===== config.mk =====
export PLATFORM = sky130hd
export DESIGN_NAME = csph_sqrt
export DESIGN_NICKNAME = d
export VERILOG_FILES = /design/src/rtl/csph_sqrt.sv
export SDC_FILE = /design/constraint.sdc
export NUM_CORES = 1
export LEC_CHECK = 0
export BUFFER_PORTS_ARGS = -buffer_cell sky130_fd_sc_hd__buf_2
export CAP_MARGIN = 10
export CORE_MARGIN = 5
export CORE_UTILIZATION = 40
export CTS_BUF_LIST = sky130_fd_sc_hd__clkbuf_8
export DETAILED_ROUTE_END_ITERATION = 16
export HOLD_SLACK_MARGIN = 0.12
export PLACE_DENSITY = 0.65
export SYNTH_ARGS = -nofsm -noshare
export SYNTH_HDL_FRONTEND = slang
export SYNTH_SLANG_ARGS = --single-unit
export TNS_END_PERCENT = 5

===== constraint.sdc =====
create_clock -name clk -period 9.4 [get_ports clk]
set_input_delay 1.41 -clock clk [delete_from_list [all_inputs] [get_ports clk]]
set_output_delay 1.41 -clock clk [all_outputs]
set_load 0.1 [all_outputs]

===== src/rtl/csph_sqrt.sv =====
`default_nettype none

module csph_sqrt #(
    parameter int RAD_W  = 32,
    parameter int SIDE_W = 1
) (
    input  logic                  clk,
    input  logic                  rst_n,
    input  logic                  en,
    input  logic                  in_valid,
    input  logic [RAD_W-1:0]      in_rad,
    input  logic [SIDE_W-1:0]     in_side,
    output logic                  out_valid,
    output logic [RAD_W/2-1:0]    out_root,
    output logic [SIDE_W-1:0]     out_side
);

    localparam int RT_W = RAD_W / 2;
    localparam int EW   = RAD_W + 2;

    logic [EW-1:0]     rem_reg   [RT_W];
    logic [RT_W-1:0]   root_reg  [RT_W];
    logic [SIDE_W-1:0] side_reg  [RT_W];
    logic [EW-1:0]     rem_next  [RT_W];
    logic [RT_W-1:0]   root_next [RT_W];
    logic [SIDE_W-1:0] side_next [RT_W];
    logic [RT_W-1:0]   valid_reg;

    for (genvar k = 0; k < RT_W; k++) begin : g_stage
        localparam int B = RT_W - 1 - k;
        logic [EW-1:0]   rem_in;
        logic [EW-1:0]   trial;
        logic [RT_W-1:0] root_in;
        if (k == 0) begin : g_first
            assign rem_in       = EW'(in_rad);
            assign root_in      = '0;
            assign side_next[k] = in_side;
        end
        else begin : g_rest
            assign rem_in       = rem_reg[k-1];
            assign root_in      = root_reg[k-1];
            assign side_next[k] = side_reg[k-1];
        end
        assign trial        = (EW'(root_in) << (B + 1)) + (EW'(1) << (2 * B));
        assign rem_next[k]  = (rem_in >= trial) ? rem_in - trial : rem_in;
        assign root_next[k] = (rem_in >= trial) ? (root_in | (RT_W'(1) << B)) : root_in;
    end

    always_ff @(posedge clk or negedge rst_n)
    begin
        if (!rst_n)
        begin
            valid_reg <= '0;
        end
        else if (en)
        begin
            valid_reg <= {valid_reg[RT_W-2:0], in_valid};
        end
    end

    always_ff @(posedge clk)
    begin
        if (en)
        begin
            for (int k = 0; k < RT_W; k++)
            begin
                rem_reg[k]  <= rem_next[k];
                root_reg[k] <= root_next[k];
                side_reg[k] <= side_next[k];
            end
        end
    end

    assign out_valid = valid_reg[RT_W-1];
    assign out_root  = root_reg[RT_W-1];
    assign out_side  = side_reg[RT_W-1];

endmodule

`default_nettype wire


Yosys cells after proc, flatten, opt, wreduce, memory -nomap -nowiden
Memories as Yosys holds them, arrays and structs flattened. Index checks and enable logic that the tools add are counted. W data, S select, Z words.

Muxes and demuxes: 34. $lt $le $gt $ge: 16. $add $sub $neg: 31.

Operators with widths (number): $mux W34 (16); $ge A34 B18 Y1 (1); $ge A34 B19 Y1 (1); $ge A34 B20 Y1 (1); $ge A34 B21 Y1 (1); $ge A34 B22 Y1 (1); $ge A34 B23 Y1 (1); $ge A34 B24 Y1 (1); $ge A34 B25 Y1 (1); $ge A34 B26 Y1 (1); $ge A34 B27 Y1 (1); $ge A34 B28 Y1 (1); $ge A34 B29 Y1 (1); $ge A34 B30 Y1 (1); $ge A34 B31 Y1 (1); $ge A34 B32 Y1 (1); $sub A34 B18 Y34 (1); $sub A34 B19 Y34 (1); $sub A34 B20 Y34 (1); $sub A34 B21 Y34 (1); $sub A34 B22 Y34 (1); $sub A34 B23 Y34 (1); $sub A34 B24 Y34 (1); $sub A34 B25 Y34 (1); 40 further kinds (42).

Memories kept: 3. Bits of input ports: 37. Output and inout port bits: 18. Memory bits (writable): 816. Register bits: 16.

Memories: rem_reg (depth 16, width 34, rd ports 15, clocked after Yosys merged registers in 0, write ports 16, RTL line 21) `logic [EW-1:0] rem_reg [RT_W];`; root_reg (depth 16, width 16, rd ports 16, clocked after Yosys merged registers in 0, write ports 16, RTL line 22) `logic [RT_W-1:0] root_reg [RT_W];`; side_reg (depth 16, width 1, rd ports 16, clocked after Yosys merged registers in 0, write ports 16, RTL line 23) `logic [SIDE_W-1:0] side_reg [RT_W];`.

Longest topological paths before layout
Gate-level depths: netlist of the first run. An unclocked memory read counts as a cell.

Depth in word-level cells: 4. Gate-level depth with buffers: 12. Depth with buffers taken out: 10.

Worst setup path after synthesis of the first run
OpenSTA, ideal clock, no wires.

Path kind: reg2reg. From: mem rem_reg[1][121] (netlist name). To: mem rem_reg[1][153] (netlist name) (data pin). Arrival time: 2.715 ns. Setup time: 0.260 ns. Path slack: 6.425 ns. Stages on the path, launching flop included: 8. Clock period less this slack: 2.975 ns. Buffers on the path: 1. Data required time: 9.140 ns. Cell sequence: edfxtp_1 ha_1 a2111oi_4 nand3_1 a2111oi_0 o211ai_2 clkbuf_1 mux2_2.

RTL lines (RTL line): from (decl) (21).

==> results of run 1 <==
==> cells in the final DEF, fill, tap and decap left out, types with 53 or more instances in the layout <==
master                       n
sky130_fd_sc_hd__inv_1     221
sky130_fd_sc_hd__ha_1      150
sky130_fd_sc_hd__nor4_1     77
sky130_fd_sc_hd__nand2_1   141
sky130_fd_sc_hd__a21oi_1   123
sky130_fd_sc_hd__xnor2_1   121
sky130_fd_sc_hd__clkbuf_8  109
sky130_fd_sc_hd__xor2_1     95
sky130_fd_sc_hd__edfxtp_1  661
sky130_fd_sc_hd__buf_2      53
sky130_fd_sc_hd__o21ai_0    98
sky130_fd_sc_hd__nor2_1    152
sky130_fd_sc_hd__nor3_1     67
==> metal layers <==
metal | global-route usage | part of all wire | up-vias
li1 | - | - | 9281
met1 | 0.132 | 0.36 | 9076
met2 | 0.274 | 0.56 | 435
met3 | 0.0277 | 0.036 | 190
met4 | 0.0723 | 0.050 | 0
met5 | 0 | 0 | -
==> layout make-up <==
type	count	area, um2	area share
clock buffer	109	1500	0.0427
antenna	2	5.00	0.000142
clock inverter	94	583	0.0166
tap	1050	1310	0.0374
sequential	677	20200	0.576
inverter	184	691	0.0197
timing repair buffer	62	378	0.0108
multi-input combinational	1493	10400	0.297
==> how the worst max path moves through the flow <==
stage                                            to  slack (ps)                 startpoint
final                     rem_reg[1][116]$_DFFE_PP_        5440   rem_reg[1][85]$_DFFE_PP_
after global routing      rem_reg[1][114]$_DFFE_PP_        5340   rem_reg[1][85]$_DFFE_PP_
after CTS                 rem_reg[1][116]$_DFFE_PP_        5480   rem_reg[1][85]$_DFFE_PP_
after detailed placement  rem_reg[1][116]$_DFFE_PP_        5510   rem_reg[1][85]$_DFFE_PP_
after global placement    rem_reg[1][114]$_DFFE_PP_        5620   rem_reg[1][85]$_DFFE_PP_
after floorplan           rem_reg[1][153]$_DFFE_PP_        6420  rem_reg[1][121]$_DFFE_PP_
==> power by group through the flow <==
stage	Sequential (mW)	Combinational, mW	Clock, mW
6_report	3.96	1.10	2.39
5_1_grt	4.00	1.22	2.63
4_1_cts	3.96	1.10	2.49
3_5_place_dp	4.02	1.09	0
3_3_place_gp	4.01	1.05	0
2_1_floorplan	3.97	0.789	0
==> through the flow <==
step	worst slack, ps	power (mW)
after floorplan	6420	4.76
after global placement	5620	5.05
after detailed placement	5510	5.11
after CTS	5480	7.55
after global routing	5340	7.85
final	5440	7.46
==> cell families (layout without fill, tap and decap cells) <==
kind of cell    count (synthesis)  after routing
flops                         677            677
mux                            43             43
buf+inv                       225            449
other cells                     0              2
compound gates                417            417
fa+ha+maj                     150            150
simple gates                  667            667
xor+xnor                      216            216
==> run summary, run 1 <==
For this design the static power due to leakage is 13.2 nW. For the pin with the worst max-slew slack, the measured transition is 1310 ps. The share of post-route cells with drive strength above 1 is 0.102. The maximum vdd ir drop was 0.000129 V.

The post-synthesis area per instance is 13.2 um2, and the synthesis warning total is 0. The number of placed instances, taps included, is 3466. The total overflow left after global routing is 0.

The part of the power in registers is 0.531. Proportion of netlist area held by the largest area contributor: 0.629. The number of register bits inferred by synthesis is 677, and the upper clock frequency limit is 253 MHz.

The most used flip-flop cell after synthesis is sky130_fd_sc_hd__edfxtp_1. The total power per unit cell area was 212 mW/mm2. The cell with the most instances after synthesis was sky130_fd_sc_hd__edfxtp_1. Reg-to-reg critical path startpoint: rem_reg[1][85]$_DFFE_PP_.

The number of antenna violations at the first check in global routing was 1. At the end of the flow, the number of nets in the layout was 2714. For the final database, setup skew stands at 36.3 ps. The worst path needs 3960 ps of the cycle, external delays included.

In this run, post-CTS repair resized a total of 0 instances. The later pin in the worst-skew pair is clocked with a latency of 730 ps. Among all stages on the critical path, the largest delay is contributed by sky130_fd_sc_hd__a311o_1. The combined buffer and inverter count along the critical path is 1. The number of cells on the worst reg-to-reg path is 8.

The share of the synthesized area in compound gates (AO/OA/AOI/OAI) is 0.0848. In this run the clock root is driven by a sky130_fd_sc_hd__clkbuf_8. For the weighted congestion at the end of routability-driven global placement, the log shows 0.954. For hold timing, the worst endpoint is side_reg[1][6]$_DFFE_PP_. For this design, the sink count on the clock tree is 677. The aggregate negative setup slack is 0 ps.

The number of buffers added by the clock tree synthesis step came out at 109. The headroom to the max-slew limit was 0.127. Classification of the worst setup path: reg2reg.

The run finished with clean final reports. Counting instances, the worst hold path has a depth of 0. The initial cell density of the core was 0.401. The tools report the number of global-route vias before repair as 19900. TritonCTS built the clock tree. The tightest min-delay check is of the reg2reg type. The worst reg2reg path endpoint was rem_reg[1][116]$_DFFE_PP_. After synthesis, the largest family of logic cells by area is simple AND/OR/NAND/NOR gates.

The proportion of total power due to net switching was 0.273. After technology mapping, the gate count stands at 2395. Synthesis instantiated 75 different standard cells from the library. Once detail routing completed, the nets flagged for antenna violations numbered 0. The flip-flop count of the largest register, all copies and words added is 509, and the final cell count without fillers is 3671.

The part of the power in combinational logic was 0.148; the hold violation total from the final report was 0. Count of hold buffers inserted by post-cts repair: 0. After routing the design area is 0.0351 mm2. The width of the die came out at 291 um. The post-synthesis share of cell area spent on full adders, half adders and majority gates was 0.0595; the final-layout fill cell count was 7059.

For the final number of max-transition violations, the log shows 0. The die boundary height is 291 um. The startpoint of the lowest-slack hold path was side_reg[1][5]$_DFFE_PP_. The total routed wirelength is 59.2 mm, and the final routed wire length divided by cell count is 16.1 um.

The count of buffers from port buffering is 54. The standard cell core area was 0.0786 mm2; the internal power of the cells was 5.42 mW. In the post-synthesis netlist, the biggest area contributors are sky130_fd_sc_hd__edfxtp_1, sky130_fd_sc_hd__ha_1, sky130_fd_sc_hd__xnor2_1, sky130_fd_sc_hd__xor2_1, sky130_fd_sc_hd__inv_1.

Post-route DRC violation count: 0. The run gives 0.447 as the share of the core filled with cells in the final layout. Setup repair after global routing left no endpoint under its margin. The critical path crosses 8 cells after its start point. When the netlist entered floorplanning its net count stood at 2582. Setup slack on the worst reg-to-reg path comes out at 5440 ps. Data arrives at the worst endpoint at 4410 ps. For the number of rows in the core area, the log shows 103. The tools report the startpoint type of the worst setup path as a register.

The tools report the area after detailed placement as 0.0331 mm2. Entering global routing, the biggest net connects 217 pins. After clock tree synthesis, the setup repair step added 0 buffers. The simple-gate portion of the synthesized area works out to 0.111. The first global-routing pass estimated 97.0 mm of wire. The final route contains 18982 vias. The tools report the kind of end point of the critical path as a register. For the netlist area before placement, the log shows 0.0315 mm2.

The detailed router finished its first iteration with 910 violations. Part of the Yosys area used for sequential elements: 0.642. The count of endpoints failing setup in the final report came out at 0.

The cell class contributing the biggest share of worst-path delay was simple AND/OR/NAND/NOR gates. The share of the synthesized netlist area taken by xor and xnor gates is 0.0600, and the number of top-level pins is 55. The peak per-stage delay on the critical path was 610 ps. The critical path goes through ha_1 > and2_1 > nand3_1 > or4_1 > o31ai_1 > a311o_1 > buf_4 > mux2_2. The via density per instance was 5.17; the post-DP HPWL was 42.1 mm. The area enclosed by the die boundary was 0.0846 mm2. The area added between synthesis and finish came out at 11.4%.

In this run the worst path has a maximum fanout of 19. The total track usage was 0.138; the post-synthesis mux area share was 0.0152. Required time reported for the critical path endpoint: 9850 ps. The clock passes through at most 3 buffers. Across the run, the number of max-cap violations was 0. The ratio of final minimum period to clock period was 0.421.

Counting instances in the post-synthesis netlist gives the leading cell types as sky130_fd_sc_hd__edfxtp_1, sky130_fd_sc_hd__inv_1, sky130_fd_sc_hd__nor2_1. sky130_fd_sc_hd__edfxtp_1 takes more of the synthesized area than any other cell. The count of flip-flops with a built-in enable after synthesis is 661, and the switching power is 2.04 mW. The async set-or-reset flop fraction in the synthesized netlist is 0.0236, and the clock-pin slew on the worst setup and hold paths is 60 ps. The H-tree was split into 3 levels. The tools report the clock share of power as 0.321.

The first detailed-routing pass took 5 iterations. The tools report the final worst hold slack as 417 ps.
No activity file was read; power rests on OpenSTA's default activity.
==> run 2, diff against run 1 <==
- PLACE_DENSITY: 0.65 -> 0.67
- clock period: 9.4 -> 3.3 ns (I/O delays scaled with it)
==> run 2 against run 1 <==
Setup slack lost 5300 ps. First-iteration DRC count grew 2.1%. Cell count up 2.4%. Global-route usage about the same. Die area is the same. Sequential power grew to 2.9 times the previous value. Utilization rose by 1.2 points. Routed wire length is 1.1% higher. Clock skew grew 36 ps. Sequential share of layout area is 1.6 points lower. Critical endpoint is now rem_reg[1][161]$_DFFE_PP_. Highest routed layer unchanged.
==> run summary, run 2 (synthesis results as in run 1) <==
The longest clock path from root to sink contains 3 buffers. Clock-pin slew was measured on the worst setup and hold paths at 60 ps. Leading cell type in the layout, fill and taps excluded: sky130_fd_sc_hd__edfxtp_1.

The logs give 0.0786 mm2 for the standard cell core area and 3640 ps for the arrival time of the worst setup path. Timing would allow up to 314 MHz. The worst clock skew on the final layout is 72.0 ps, and the area occupied by multi-input gates is 0.0104 mm2. The transition at the pin with the smallest max-transition slack is 791 ps. The worst setup path is captured at a register. After legalization and detailed placement, the total HPWL measured 43.2 mm. 55 I/O pins were placed. In this run the clock root is driven by a sky130_fd_sc_hd__clkbuf_8. In the routed design, unresolved DRC markers number 0. The maximum number of pins on one net before global-route repair was 132. The startpoint type of the worst setup path was a register. Area enclosed by the die boundary: 0.0846 mm2.

The number of rows in the core area is 103, and the maximum vdd ir drop is 0.000343 V. The final critical delay including setup and external delays is 3190 ps, and the flip-flop count of the largest register, all copies and words added is 509. Buffers inserted during clock tree synthesis total 110. In this run the vertical extent of the chip is 291 um. The number of iterations in the first detailed-routing pass came out at 5. The width of the die is 291 um.

In this run the worst path has a maximum fanout of 4. Adding up every negative setup slack in the final design gives 0 ps. The run gives 3750 ps as the required time reported for the critical path endpoint.

The logs give 0.470 for the headroom to the max-slew limit and 0 for the post-CTS repair timing setup buffer count. The number of DRC markers after the initial detailed-route iteration was 929. In the post-route analysis, the smallest setup slack over all paths is 113 ps. Routability-driven placement finished with a final weighted congestion of 0.942. Max-capacitance violation count: 0. The final instance area was 0.0361 mm2. The via density per instance is 5.10. The tools report the hold violation total from the final report as 0. The largest single stage delay on the critical path is 650 ps. TritonCTS built the clock tree. Among all stages on the critical path, the largest delay is contributed by sky130_fd_sc_hd__or4b_2. The flow ran to the end, and the final reports show no timing, DRC or antenna violations. Walking the worst path, the cells encountered are ha_1 > or4b_2 > nor4_2 > buf_4 > a2111oi_0 > o211ai_2 > nand3_1 > nor4b_1 > xor2_1.

Clock latency on the worst-skew pair, taken at its later pin, is 770 ps. Type of the most critical hold path: in2async. For the setup slack at placement, the log shows -54.8 ps. The worst setup path is of the reg2reg kind. For the area taken by flip-flops and latches, the log shows 0.0202 mm2.

The combined buffer and inverter count along the critical path came out at 1. Setup repair after global routing left no endpoint under its margin. The total routed wirelength is 59.8 mm. The number of nets with antenna violations after detailed routing came out at 0. The share of post-route cells with drive strength above 1 was 0.119; the aggregate global routing overflow was 0. The cell class contributing the biggest share of worst-path delay is simple AND/OR/NAND/NOR gates.

For the first-pass GRT wire length, the log shows 96.8 mm. Area added between synthesis and finish: 14.5%. In the layout the commonest cells are sky130_fd_sc_hd__edfxtp_1, sky130_fd_sc_hd__inv_1, sky130_fd_sc_hd__nor2_1.

Buffers placed on the I/O ports in this run total 54. The run gives 0.459 as the share of the core filled with cells in the final layout. The final number of max-transition violations was 0.

The ratio of final minimum period to clock period is 0.966. Setup violations remaining at the end of the flow were counted as 0. The final-layout fill cell count is 6843. After detailed routing, the average wire length per cell comes to 15.9 um.

The total track usage is 0.138, and the final net count is 2801. The final route contains 19186 vias. The final worst hold slack came out at 207 ps. For this design the ratio of total power to cell area is 603 mW/mm2. The number of antenna violations at the first check in global routing came out at 1.

For the initial cell density of the core, the log shows 0.401. CTS saw 677 sinks. Once placement finished, the instance area stood at 0.0335 mm2. The CTS H-tree depth is 3, and the static leakage is 13.6 nW. The run gives 20120 as the number of global-route vias before repair.
run 2: path summary, 6_finish.rpt:
path	from	end	slack (ps)	depth (start not counted)
max reg2reg	rem_reg[1][111]$_DFFE_PP_	rem_reg[1][161]$_DFFE_PP_	110	9
max in group asynchronous	rst_n	valid_reg[0]$_DFFE_PN0P_	2840	2
min reg2reg	rem_reg[1][103]$_DFFE_PP_	rem_reg[1][137]$_DFFE_PP_	400	0
min	rst_n	valid_reg[10]$_DFFE_PN0P_	210	2
max	rem_reg[1][111]$_DFFE_PP_	rem_reg[1][161]$_DFFE_PP_	110	9
min in group clk	rem_reg[1][103]$_DFFE_PP_	rem_reg[1][137]$_DFFE_PP_	400	0
run 2: power breakdown:
part / switching [mW] / internal, mW
Sequential: 0.643 / 10.6
Clock: 3.39 / 3.83
Combinational: 1.85 / 1.42
run 2: per-layer routing:
layer	GRT usage	part of all wire	vias up
met1	0.133	0.36	9094
met5	0	0	-
li1	-	-	9462
met2	0.274	0.55	449
met3	0.0246	0.036	181
met4	0.0738	0.053	0
run 2: area by class of cell:
cell class                 count  area share
multi-input combinational   1493       0.289
antenna                        1   0.0000693
clock buffer                 110      0.0419
sequential                   677       0.561
clock inverter                96      0.0205
inverter                     184      0.0191
timing repair buffer         148      0.0323
tap                         1050      0.0364
run 2: timing repair:
item / in CTS / in global routing
cloned: 0 / 0
resized for setup: 2 / 3
hold endpoints to repair: 52 / 0
pin swaps: 0 / 0
endpoints found under the setup margin: 5 / 12
hold buffers: 36 / 0
run 2: stage by stage:
| step | total power [mW] | cells |
|---|---|---|
| CTS | 22.0 | 3758 |
| finish | 21.8 | 3759 |
| global placement | 14.5 | 3516 |
| detailed placement | 14.6 | 3516 |
| global route | 22.9 | 3759 |
| floorplan | 13.6 | 2395 |
run 2: worst register-to-register path, delay by kind of cell (launching register included):
family          cells  cell delay [ps]
compound gates      2              260
xor+xnor            1              130
fa+ha+maj           1              360
buf+inv             1              180
flops               1              390
simple gates        4             1620
==> run 3, diff against run 2 <==
- CORE_UTILIZATION: 40 -> 59
- PLACE_DENSITY: 0.67 -> 0.89
==> run 3 against run 2 <==
Clock skew down 27 ps. Die area shrank 31%. Non-clock buffer count shrank 6. Via count increased by 6.3%. Global-route usage increased by 8.9 points. Critical path depth unchanged. Power down 1.9%. Largest cell class unchanged. Largest power group unchanged.
==> run summary, run 3 (synthesis results as in run 1) <==
The switching power was 5.94 mW; the part of the power in registers was 0.531. Derived from the worst setup path, the maximum achievable clock frequency is 318 MHz. Setup slack closes at 152 ps. Buffer type at the clock tree root: sky130_fd_sc_hd__clkbuf_8. The count of buffers from port buffering is 54, and the part of the power in combinational logic is 0.157. The area occupied by multi-input gates was 0.0104 mm2.

The flow ran to the end, and the final reports show no timing, DRC or antenna violations. The arrival time of the worst setup path was 3570 ps. The run gives 0.670 as the share of the core filled with cells in the final layout.

The tools report the standard cell core area as 0.0528 mm2. Leaving out fill and tap cells, the most frequent cells in the layout are sky130_fd_sc_hd__edfxtp_1, sky130_fd_sc_hd__inv_1, sky130_fd_sc_hd__nor2_1. The register with the most flip-flops in the layout has 509 of them. The final-layout fill cell count is 3373.

Setup repair after global routing left no endpoint under its margin. The ratio of final minimum period to clock period was 0.954. The first global-routing pass estimated 105 mm of wire. The number of cells after detailed placement was 3150; the final number of max-transition violations was 0. Aggregate negative setup slack: 0 ps.

The share of post-route cells with drive strength above 1 works out to 0.117. In the final layout, flip-flops and latches occupy 0.0202 mm2. Once the clock tree was built, the setup fixing pass inserted 0 buffers.

On the final layout, the worst clock skew is 44.5 ps. At the pin with the least slew margin, the transition time is 723 ps. Summing all non-filler instances in the final layout gives an area of 0.0353 mm2. CTS built an H-tree with a depth of 3. Hold violation total from the final report: 0. The detailed router placed 20389 vias in this run. The proportion of total power due to net switching was 0.278; the number of antenna violations at the first check in global routing was 1. The tools report the buffer depth of the longest clock path as 3.

Hold timing on the final database bottoms out at a slack of 237 ps. Internal power comes to 15.4 mW. The count of endpoints failing setup in the final report was 0.

Leaving out fill and tap cells, the most frequent cell in the layout is sky130_fd_sc_hd__edfxtp_1. Relative to the synthesized area, the layout overhead comes to 12.1%. The clock share of power is 0.312, and the aggregate global routing overflow is 0. The latest clock arrival within the worst-skew pair is 730 ps, and the number of rows in the core area is 84. The weighted congestion at the end of routability-driven global placement came out at 0.998. Buffers inserted during clock tree synthesis total 106. Classification of the worst setup path: reg2reg.

The via density per instance was 6.03; the total routed wirelength was 66.1 mm. The logic depth of the worst register-to-register path is 9. The worst register-to-register path ends at rem_reg[1][199]$_DFFE_PP_. The initial cell density of the core was 0.598. The tightest min-delay check is of the in2async type. The worst-case IR drop observed on VDD is 0.000549 V. The logs give 55 for the number of top-level pins and 12.9 ps for the setup slack at placement. TritonCTS built the clock tree. The headroom to the max-slew limit is 0.516. In this run the worst path has a maximum fanout of 5. For the total power, the log shows 21.3 mW. The post-DP HPWL is 43.7 mm, and the required time reported for the critical path endpoint is 3720 ps.

The die is 241 um tall. For the final net count, the log shows 2791. Entering global routing, the biggest net connects 124 pins. For this block, the initial DRC count from the detailed router was 1741. After clock tree synthesis, the clock-pin slew on the worst setup and hold paths is 60 ps. Total track usage: 0.227.

In the routed design, unresolved DRC markers number 0. The floorplan step defined a die boundary enclosing 0.0582 mm2. For this design the ratio of total power to cell area is 604 mW/mm2. The max-capacitance violation count was 0. The startpoint identified for the worst register-to-register timing path is rem_reg[1][143]$_DFFE_PP_. The finished layout holds 3382 standard cells, fillers aside. The count of nets left with antenna violations once routing finished came out at 0.

The run gives 6 as the number of iterations in the first detailed-routing pass. The final routed wire length divided by cell count works out to 19.6 um. Kind of end point of the critical path: a register. The placed instances occupy a cell area of 0.0330 mm2.

The tools report the number of sinks driven by the clock tree as 677. The die is 241 um wide. STA classifies the critical path startpoint as a register. The routed design could run at a clock period as short as 3150 ps. The register-to-register path setup slack was 150 ps. The static leakage came out at 13.5 nW.

The number of global-route vias before repair was 21357.
[run 3: cell count changes in the layout (fill, tap and decap cells not counted), moves of 2 or more]
cell / before / now
sky130_fd_sc_hd__inv_16: 2 / 0
sky130_fd_sc_hd__clkinv_16: 4 / 0
sky130_fd_sc_hd__clkinv_2: 14 / 18
sky130_fd_sc_hd__buf_4: 50 / 47
sky130_fd_sc_hd__inv_1: 216 / 211
sky130_fd_sc_hd__clkinv_1: 33 / 35
sky130_fd_sc_hd__dlygate4sd3_1: 36 / 34
sky130_fd_sc_hd__bufinv_16: 8 / 4
sky130_fd_sc_hd__clkbuf_8: 110 / 106
sky130_fd_sc_hd__clkinv_8: 0 / 3
[run 3: worst max path at each step]
| stage | from | end | slack (ps) | depth (start not counted) |
|---|---|---|---|---|
| floorplan | rem_reg[1][121]$_DFFE_PP_ | rem_reg[1][153]$_DFFE_PP_ | 320 | 7 |
| global placement | rem_reg[0][223]$_DFFE_PP_ | rem_reg[0][270]$_DFFE_PP_ | 160 | 8 |
| CTS | rem_reg[1][143]$_DFFE_PP_ | rem_reg[1][187]$_DFFE_PP_ | 130 | 9 |
| detailed placement | rem_reg[0][223]$_DFFE_PP_ | rem_reg[0][266]$_DFFE_PP_ | 10 | 8 |
| global route | rem_reg[0][223]$_DFFE_PP_ | rem_reg[0][267]$_DFFE_PP_ | 5 | 8 |
| finish | rem_reg[1][143]$_DFFE_PP_ | rem_reg[1][199]$_DFFE_PP_ | 150 | 9 |
[run 3: critical path, cell delays in order, from the launching register on]
cell                        delay [ps]
sky130_fd_sc_hd__edfxtp_1          420
sky130_fd_sc_hd__ha_1              390
sky130_fd_sc_hd__or4b_2            610
sky130_fd_sc_hd__nor3_1            280
sky130_fd_sc_hd__o2111ai_1         180
sky130_fd_sc_hd__a31o_2            300
sky130_fd_sc_hd__and2_1            200
sky130_fd_sc_hd__inv_1             170
sky130_fd_sc_hd__nand4_1           150
sky130_fd_sc_hd__xnor2_1           170
[run 3: per-layer routing]
layer / GRT usage / wire length, um / vias up
met1: 0.218 / 21700 / 9739
met3: 0.0398 / 3330 / 285
met2: 0.441 / 36400 / 935
met4: 0.144 / 4690 / 0
met5: 0 / 0 / -
li1: - / - / 9430
[run 3: final cells by class]
cell class                 count  share of cell area
inverter                     184              0.0195
timing repair buffer         142              0.0313
sequential                   677               0.573
tap                          688              0.0244
clock inverter                91              0.0152
antenna                        1           0.0000708
multi-input combinational   1493               0.295
clock buffer                 106              0.0413
[run 3: what timing repair did]
item	CTS	global route
gates resized for setup	1	5
hold buffers	34	0
hold endpoints to repair	49	0
setup endpoints to repair	2	12
[run 3: power by group through the flow]
stage	clock [mW]	combinational [mW]	sequential, mW
after floorplan	0	2.25	11.3
after global placement	0	2.98	11.4
after detailed placement	0	3.20	11.5
after CTS	6.73	3.28	11.3
after global routing	7.16	3.65	11.4
final	6.66	3.36	11.3
